File: src/sv/f2i_pkg.sv
// Shared types and constants for the binary64 to int64 converter.
package f2i_pkg;

    localparam int DATA_W = 64;
    localparam int FRAC_W = 52;
    localparam int EXP_W = 11;
    localparam int CMD_W = 2;
    localparam logic [EXP_W-1:0] EXP_ALL_ONES = 11'h7FF;
    localparam int EXP_BIAS_INT = 1075;

    typedef enum logic [CMD_W-1:0] {
        CMD_FLOOR = 2'd0,
        CMD_CEIL = 2'd1,
        CMD_NEAREST = 2'd2,
        CMD_NEAREST_ALT = 2'd3
    } cmd_t;

    // Decoded operand, passed from the unpack stage to the shift stage.
    typedef struct packed {
        logic neg;
        logic special;        // status forced to 1 or int minimum
        logic is_min;         // exactly minus two to the 63
        logic left;           // integer part exact, shift left
        logic [5:0] shamt;    // shift amount (left or right)
        logic far;            // right shift of 64 or more
        logic [52:0] mant;
        logic nearest;
        logic ceil_cmd;
    } dec_t;

    // Shifted magnitude with rounding information.
    typedef struct packed {
        logic neg;
        logic special;
        logic is_min;
        logic [63:0] mag;
        logic inexact;
        logic above_half;
        logic eq_half;
        logic nearest;
        logic ceil_cmd;
    } shf_t;

endpackage

File: src/sv/f2i_unpack.sv
// Stage one: field decode and shift amount of the binary64 operand.
module f2i_unpack (
    input  logic [1:0] cmd,
    input  logic [63:0] value_bits,
    output f2i_pkg::dec_t dec
);
    logic [10:0] bexp;
    logic [12:0] e_val;
    logic [12:0] rsh;

    always_comb begin
        bexp = value_bits[62:52];
        dec = '0;
        dec.neg = value_bits[63];
        dec.mant = {(bexp != 11'd0), value_bits[51:0]};
        dec.nearest = cmd[1];
        dec.ceil_cmd = (cmd == f2i_pkg::CMD_CEIL);
        // e = max(bexp,1) - 1075, kept as 13-bit two's complement.
        e_val = {2'b00, ((bexp != 11'd0) ? bexp : 11'd1)}
            - 13'(f2i_pkg::EXP_BIAS_INT);
        rsh = 13'd0 - e_val;
        if (bexp == f2i_pkg::EXP_ALL_ONES) begin
            dec.special = 1'b1;
        end else if (!e_val[12]) begin
            if (e_val >= 13'd11) begin
                dec.special = 1'b1;
                dec.is_min = (e_val == 13'd11) && value_bits[63]
                    && (value_bits[51:0] == 52'd0);
            end else begin
                dec.left = 1'b1;
                dec.shamt = e_val[5:0];
            end
        end else begin
            dec.far = (rsh >= 13'd64);
            dec.shamt = rsh[5:0];
        end
    end
endmodule

File: src/sv/f2i_shift.sv
// Stage two: align the significand and extract the rounding bits.
module f2i_shift (
    input  f2i_pkg::dec_t dec,
    output f2i_pkg::shf_t shf
);
    logic [116:0] wide;
    logic [63:0] rem;
    logic [63:0] half;

    always_comb begin
        shf = '0;
        shf.neg = dec.neg;
        shf.special = dec.special;
        shf.is_min = dec.is_min;
        shf.nearest = dec.nearest;
        shf.ceil_cmd = dec.ceil_cmd;
        // Significand placed above a 64-bit fraction field.
        wide = {dec.mant, 64'd0} >> dec.shamt;
        rem = wide[63:0];
        half = 64'h8000_0000_0000_0000;
        if (dec.left) begin
            shf.mag = {11'd0, dec.mant} << dec.shamt;
        end else if (dec.far) begin
            shf.inexact = (dec.mant != 53'd0);
        end else begin
            shf.mag = {11'd0, wide[116:64]};
            shf.inexact = (rem != 64'd0);
            shf.above_half = (rem > half);
            shf.eq_half = (rem == half);
        end
    end
endmodule

File: src/sv/f2i_round.sv
// Stage three: round increment, sign and error result.
module f2i_round (
    input  f2i_pkg::shf_t shf,
    output logic signed [63:0] int_result,
    output logic status
);
    logic up;
    logic [63:0] mag;

    always_comb begin
        if (!shf.inexact) begin
            up = 1'b0;
        end else if (shf.nearest) begin
            up = shf.above_half || (shf.eq_half && shf.mag[0]);
        end else if (shf.ceil_cmd) begin
            up = !shf.neg;
        end else begin
            up = shf.neg;
        end
        mag = shf.mag + {63'd0, up};
        if (shf.special) begin
            status = !shf.is_min;
            int_result = shf.is_min ? 64'sh8000_0000_0000_0000 : 64'sd0;
        end else begin
            status = 1'b0;
            int_result = shf.neg ? $signed(64'd0 - mag) : $signed(mag);
        end
    end
endmodule

File: src/sv/float_to_int_rounding_converter.sv
// Top level of the pipelined binary64 to int64 rounding converter.
// Usage: present a word on s_valid with s_cmd (0 floor, 1 ceiling,
// 2 or 3 nearest ties to even) and s_value_bits (raw binary64 pattern).
// The result word on the m_ side carries m_int_result and m_status;
// status is 1 for NaN, infinity or a rounded value outside int64,
// and the integer is then zero. Exactly minus two to the 63 converts.
// The pipeline has three register stages: decode, align, round. A word
// accepted moves through the decode, align and round registers in order
// and raises m_valid once it is in the round register. One word is taken every
// cycle while the output side keeps up.
// Each stage holds a valid bit; a stage advances when it is empty or
// the stage after it advances, so a stall at m_ready freezes the full
// stages in place and backs up to s_ready with no loss or repeat.
// Empty stages keep filling during a stall (bubbles collapse).
// Reset (aresetn low, synchronous) clears all valid bits; payload
// registers hold whatever they had.
module float_to_int_rounding_converter (
    input  logic aclk,
    input  logic aresetn,
    input  logic s_valid,
    output logic s_ready,
    input  logic [1:0] s_cmd,
    input  logic [63:0] s_value_bits,
    output logic m_valid,
    input  logic m_ready,
    output logic signed [63:0] m_int_result,
    output logic m_status
);
    logic v1_reg, v2_reg, v3_reg;
    f2i_pkg::dec_t dec_next, dec_reg;
    f2i_pkg::shf_t shf_next, shf_reg;
    logic signed [63:0] res_next, res_reg;
    logic st_next, st_reg;
    logic en1, en2, en3;

    f2i_unpack u_unpack (.cmd(s_cmd), .value_bits(s_value_bits), .dec(dec_next));
    f2i_shift u_shift (.dec(dec_reg), .shf(shf_next));
    f2i_round u_round (.shf(shf_reg), .int_result(res_next), .status(st_next));

    // Each stage loads when it is empty or its content moves on.
    assign en3 = !v3_reg || m_ready;
    assign en2 = !v2_reg || en3;
    assign en1 = !v1_reg || en2;
    assign s_ready = en1;

    always_ff @(posedge aclk) begin
        if (!aresetn) begin
            v1_reg <= 1'b0;
            v2_reg <= 1'b0;
            v3_reg <= 1'b0;
        end else begin
            if (en1) v1_reg <= s_valid;
            if (en2) v2_reg <= v1_reg;
            if (en3) v3_reg <= v2_reg;
        end
    end

    always_ff @(posedge aclk) begin
        if (en1) dec_reg <= dec_next;
        if (en2) shf_reg <= shf_next;
        if (en3) begin
            res_reg <= res_next;
            st_reg <= st_next;
        end
    end

    assign m_valid = v3_reg;
    assign m_int_result = res_reg;
    assign m_status = st_reg;

    // An error result always carries a zero integer.
    a_err_zero: assert property (@(posedge aclk) disable iff (!aresetn)
        (m_valid && m_status) |-> (m_int_result == 64'sd0))
        else $error("error word with nonzero integer");

    // A stalled result word holds its payload.
    a_hold: assert property (@(posedge aclk) disable iff (!aresetn)
        (m_valid && !m_ready) |=> (m_valid && $stable(m_int_result) && $stable(m_status)))
        else $error("stalled result changed");

    // A word accepted into an empty pipe reaches the output after the decode, align and round registers.
    a_lat: assert property (@(posedge aclk) disable iff (!aresetn)
        (s_valid && s_ready && !v1_reg && !v2_reg && !v3_reg) |=> ##2 m_valid)
        else $error("latency mismatch");
endmodule
File: config.mk
export PLATFORM = sky130hd
export DESIGN_NAME = float_to_int_rounding_converter
export DESIGN_NICKNAME = d
export VERILOG_FILES = /design/src/sv/f2i_pkg.sv /design/src/sv/f2i_unpack.sv /design/src/sv/f2i_shift.sv /design/src/sv/f2i_round.sv /design/src/sv/float_to_int_rounding_converter.sv
export SDC_FILE = /design/constraint.sdc
export NUM_CORES = 1
export LEC_CHECK = 0
export BUFFER_PORTS_ARGS = -buffer_cell sky130_fd_sc_hd__clkbuf_2
export CORE_MARGIN = 10
export CORE_UTILIZATION = 45
export DETAILED_ROUTE_END_ITERATION = 6
export MAX_ROUTING_LAYER = met4
export PLACE_DENSITY = 0.61
export SLEW_MARGIN = 15
export SYNTH_ARGS = -nofsm -noshare
export SYNTH_HDL_FRONTEND = slang
export SYNTH_SLANG_ARGS = --single-unit
File: constraint.sdc
create_clock -name aclk -period 6.23 [get_ports aclk]
set_input_delay 1.246 -clock aclk [delete_from_list [all_inputs] [get_ports aclk]]
set_output_delay 1.246 -clock aclk [all_outputs]
set_load 0.005 [all_outputs]
==> metrics.txt <==
# TYPE chip_impl_metric gauge
chip_impl_info{name="outcome",value="finished clean"} 1
chip_impl_metric{name="arrival",unit="ns"} 5.37
chip_impl_metric{name="routabilityCongestion",unit=""} 1.04
chip_impl_metric{name="postSynthAreaPerCell",unit="um2"} 9.25
chip_impl_metric{name="max-vdd-ir-drop",unit="mV"} 0.218
chip_impl_info{name="cts-root-buf",value="sky130_fd_sc_hd__clkbuf_16"} 1
chip_impl_info{name="grt_setup_unrepaired",value="no"} 1
chip_impl_metric{name="areaGrowthSynthToFinish",unit="%"} 10.4
chip_impl_metric{name="count_of_different_cell_masters_after_synthesis",unit=""} 82
chip_impl_metric{name="postSynth.asyncResetShare",unit="%"} 0
chip_impl_metric{name="power_leakage",unit="nW"} 7.60
chip_impl_metric{name="detailedPlacementHpwl",unit="mm"} 54.1
chip_impl_metric{name="finished_layout_cells",unit=""} 2557
chip_impl_metric{name="placement_rows",unit=""} 73
chip_impl_metric{name="synthesis.instances",unit=""} 1955
chip_impl_metric{name="drc",unit=""} 0
chip_impl_metric{name="layout.nets",unit=""} 2089
chip_impl_info{name="tritoncts_clock_tree",value="built"} 1
chip_impl_info{name="hold_path.startpoint",value="dec_reg[63]"} 1
chip_impl_metric{name="nFillCells",unit=""} 3783
chip_impl_metric{name="hold-path-cell-count",unit=""} 0
chip_impl_metric{name="period_minus_slack",unit="ns"} 5.10
chip_impl_metric{name="final_wirelength",unit="mm"} 68.0
chip_impl_info{name="synthTopCellsByArea",value="sky130_fd_sc_hd__edfxtp_1 (34%), sky130_fd_sc_hd__mux4_2 (11%), sky130_fd_sc_hd__mux2i_1 (5.6%)"} 1
chip_impl_metric{name="total_power",unit="mW"} 4.77
chip_impl_info{name="start_kind",value="register"} 1
chip_impl_metric{name="die_area",unit="um2"} 48600
chip_impl_metric{name="worst_slew_pin_slew",unit="ns"} 1.10
chip_impl_info{name="synth_area_leader_cell",value="sky130_fd_sc_hd__edfxtp_1"} 1
chip_impl_metric{name="largest_register_ff_count",unit=""} 72
chip_impl_metric{name="maxCapViolCount",unit=""} 0
chip_impl_metric{name="drive_above_1_share",unit="%"} 19.0
chip_impl_metric{name="dpl.cell_count",unit=""} 2514
chip_impl_metric{name="clock_insertion_delay_worst_skew",unit="ns"} 0.56
chip_impl_info{name="yosys.cell_count.top_type",value="sky130_fd_sc_hd__nand2_1"} 1
chip_impl_info{name="worstPathCellList",value="xor2_1 -> o211a_1 -> ha_1 -> ha_1 -> inv_1 -> or4_4 -> xnor2_1 -> a2111oi_2 -> nand4_1 -> nor4_4 -> nand4_4 -> o41ai_1 -> xnor2_1 -> nor2_1"} 1
chip_impl_metric{name="initial_utilization",unit="%"} 45.5
chip_impl_metric{name="grt_usage",unit="%"} 28.2
chip_impl_metric{name="synth.ff_latch_count",unit=""} 206
chip_impl_info{name="crit_path_top_delay_cell",value="sky130_fd_sc_hd__or4_4"} 1
chip_impl_info{name="setup.worst_path.end_class",value="register"} 1
chip_impl_info{name="worst_hold_path.endpoint",value="shf_reg[69]"} 1
chip_impl_metric{name="initial_antenna_violation_count",unit=""} 1
chip_impl_metric{name="synth-edff-count",unit=""} 203
chip_impl_metric{name="cellPowerDensity",unit="nW/um2"} 239
chip_impl_metric{name="synth_seq_area_share",unit="%"} 34.0
chip_impl_metric{name="ios",unit=""} 137
chip_impl_metric{name="quantity_of_gates_resized_following_cts",unit=""} 0
chip_impl_metric{name="final_antenna_net_count",unit=""} 0
chip_impl_metric{name="period_share",unit="%"} 81.8
chip_impl_metric{name="worst_clock_skew",unit="ns"} 0.0199
chip_impl_metric{name="power.switching",unit="mW"} 1.69
chip_impl_info{name="synth_top_flop_cell",value="sky130_fd_sc_hd__edfxtp_1"} 1
chip_impl_metric{name="seq_power_share",unit="%"} 38.6
chip_impl_info{name="start_of_the_worst_register_to_register_path",value="shf_reg[71]"} 1
chip_impl_info{name="synth.top_cells.by_count",value="sky130_fd_sc_hd__nand2_1 (244), sky130_fd_sc_hd__nor2_1 (236), sky130_fd_sc_hd__edfxtp_1 (203)"} 1
chip_impl_metric{name="internal_power",unit="mW"} 3.08
chip_impl_metric{name="reg2reg_slack",unit="ns"} 1.13
chip_impl_metric{name="power_share_of_the_combinational_group",unit="%"} 32.0
chip_impl_metric{name="drt-pass1-iter-count",unit=""} 6
chip_impl_metric{name="final-hold-violation-count",unit=""} 0
chip_impl_metric{name="cts.reportedPaths.clkPinSlew",unit="ns"} 0.06
chip_impl_metric{name="grt_start_max_net_pins",unit=""} 101
chip_impl_metric{name="via_total_after_detailed_routing",unit=""} 16464
chip_impl_metric{name="fp.coreArea",unit="um2"} 39700
chip_impl_metric{name="clockBufferDepth",unit=""} 3
chip_impl_metric{name="cts_post_setup_buffers_inserted",unit=""} 0
chip_impl_info{name="crit-reg2reg-capture",value="m_int_result[62]"} 1
chip_impl_metric{name="fin_tns_setup",unit="ns"} 0
chip_impl_metric{name="multi_input_comb_area",unit="um2"} 11300
chip_impl_metric{name="cts.sink_count",unit=""} 206
chip_impl_metric{name="grt_pass1_wl",unit="mm"} 101
chip_impl_metric{name="routedWlPerCell",unit="um"} 26.6
chip_impl_metric{name="grt_pass1_vias",unit=""} 15953
chip_impl_metric{name="syn-cell-area",unit="um2"} 18100
chip_impl_metric{name="die_y",unit="um"} 221
chip_impl_metric{name="critPathMaxFanout",unit=""} 12
chip_impl_metric{name="worstPathRequired",unit="ns"} 6.50
chip_impl_metric{name="detail_route.iter0.violations",unit=""} 1564
chip_impl_metric{name="yosysWarningCount",unit=""} 0
chip_impl_metric{name="register_area",unit="um2"} 6160
chip_impl_metric{name="sw_frac_of_total",unit="%"} 35.5
chip_impl_metric{name="max_stage_delay",unit="ns"} 0.68
chip_impl_metric{name="clock_tree.htree_level_count",unit=""} 1
chip_impl_metric{name="clock_network_fraction_of_design_power",unit="%"} 29.5
chip_impl_metric{name="max_freq",unit="MHz"} 196
chip_impl_metric{name="setup_viol",unit=""} 0
chip_impl_metric{name="reg2reg_depth",unit=""} 14
chip_impl_metric{name="synth_fp_nets",unit=""} 2029
chip_impl_metric{name="postLayoutCoreUtil",unit="%"} 50.2
chip_impl_metric{name="hold_buf_count_cts",unit=""} 0
chip_impl_metric{name="antenna_cells_inserted",unit=""} 0
chip_impl_metric{name="max_slew_violations",unit=""} 0
chip_impl_info{name="timing_worst_setup_path_type",value="reg2reg"} 1
chip_impl_metric{name="synth_largest_type_area_fraction",unit="%"} 33.7
chip_impl_info{name="path_class_of_the_lowest_slack_min_delay_path",value="reg2reg"} 1
chip_impl_metric{name="cts_made_buffers",unit=""} 24
chip_impl_metric{name="post_drt_via_cell_ratio",unit=""} 6.44
chip_impl_metric{name="die_w",unit="um"} 221
chip_impl_metric{name="io_buffers",unit=""} 136
chip_impl_metric{name="grt_overflow",unit=""} 0
chip_impl_metric{name="worst_slew_margin_rel",unit="%"} 26.3
-- final cells by class --
cell class / instances / area share (%)
clock buffer: 27 / 3.06
clock inverter: 16 / 0.859
inverter: 29 / 0.558
multi-input combinational: 1579 / 56.4
sequential: 206 / 30.8
tap: 525 / 3.29
timing repair buffer: 175 / 5.00
-- cell families (layout without fill, tap and decap cells) --
kind of cell / Yosys count / count (layout) / synth area share [%]
flops: 206 / 206 / 34.0
buf+inv: 170 / 247 / 3.84
mux: 237 / 237 / 19.7
fa+ha+maj: 4 / 4 / 0.277
xor+xnor: 117 / 117 / 5.66
simple gates: 830 / 830 / 22.5
compound gates: 391 / 391 / 14.0
-- stage by stage --
step | instance area (um2) | hold slack [ns] | setup WS (ns)
2_1_floorplan | 18100 | 0.400 | 1.93
3_3_place_gp | 19200 | 0.402 | 1.32
3_5_place_dp | 19200 | 0.428 | 1.18
4_1_cts | 20000 | 0.442 | 1.18
5_1_grt | 20000 | 0.449 | 0.810
6_report | 20000 | 0.432 | 1.13
-- power by group through the flow --
stage | sequential (mW) | combinational [mW] | clock (mW)
2_1_floorplan | 1.79 | 1.01 | 0
3_5_place_dp | 1.86 | 1.49 | 0
6_report | 1.84 | 1.52 | 1.40
4_1_cts | 1.83 | 1.50 | 1.44
3_3_place_gp | 1.86 | 1.49 | 0
5_1_grt | 1.86 | 1.62 | 1.50
-- critical path, delay by kind of cell (launching register included) --
kind            cells  cell delay (ns)
xor+xnor            3             0.57
simple gates        5             1.94
buf+inv             1             0.17
flops               1             0.40
fa+ha+maj           2             0.59
compound gates      3             1.14
-- worst max path at each step --
stage	endpoint	depth (start not counted)	slack, ns	from
6_report	m_int_result[62]	14	1.13	shf_reg[71]
4_1_cts	m_int_result[43]	14	1.18	shf_reg[71]
5_1_grt	m_int_result[43]	14	0.81	shf_reg[71]
3_3_place_gp	m_int_result[43]	14	1.32	shf_reg[71]
3_5_place_dp	m_int_result[62]	14	1.18	shf_reg[71]
2_1_floorplan	s_ready	2	1.93	m_ready
-- metal layers --
metal	GRT usage (%)	up-vias	part of all wire, %
li1	-	7568	-
met1	33.3	7977	39
met2	46.6	749	49
met3	2.91	170	6.3
met4	15.9	0	6.2
met5	-	-	0
-- placed cells by master, fill, tap and decap left out, types with 38 or more instances in the layout --
cell and instances:
sky130_fd_sc_hd__a21oi_1 73, sky130_fd_sc_hd__clkbuf_2 136, sky130_fd_sc_hd__edfxtp_1 203, sky130_fd_sc_hd__mux2_2 46, sky130_fd_sc_hd__mux2i_1 101, sky130_fd_sc_hd__mux4_2 90, sky130_fd_sc_hd__nand2_1 243, sky130_fd_sc_hd__nand3_1 55
sky130_fd_sc_hd__nand4_1 38, sky130_fd_sc_hd__nor2_1 235, sky130_fd_sc_hd__nor3_1 56, sky130_fd_sc_hd__nor4_1 51, sky130_fd_sc_hd__o21ai_0 112, sky130_fd_sc_hd__o22ai_1 42, sky130_fd_sc_hd__xnor2_1 75, sky130_fd_sc_hd__xor2_1 42
Note: power is estimated with default switching activity, not from simulation.
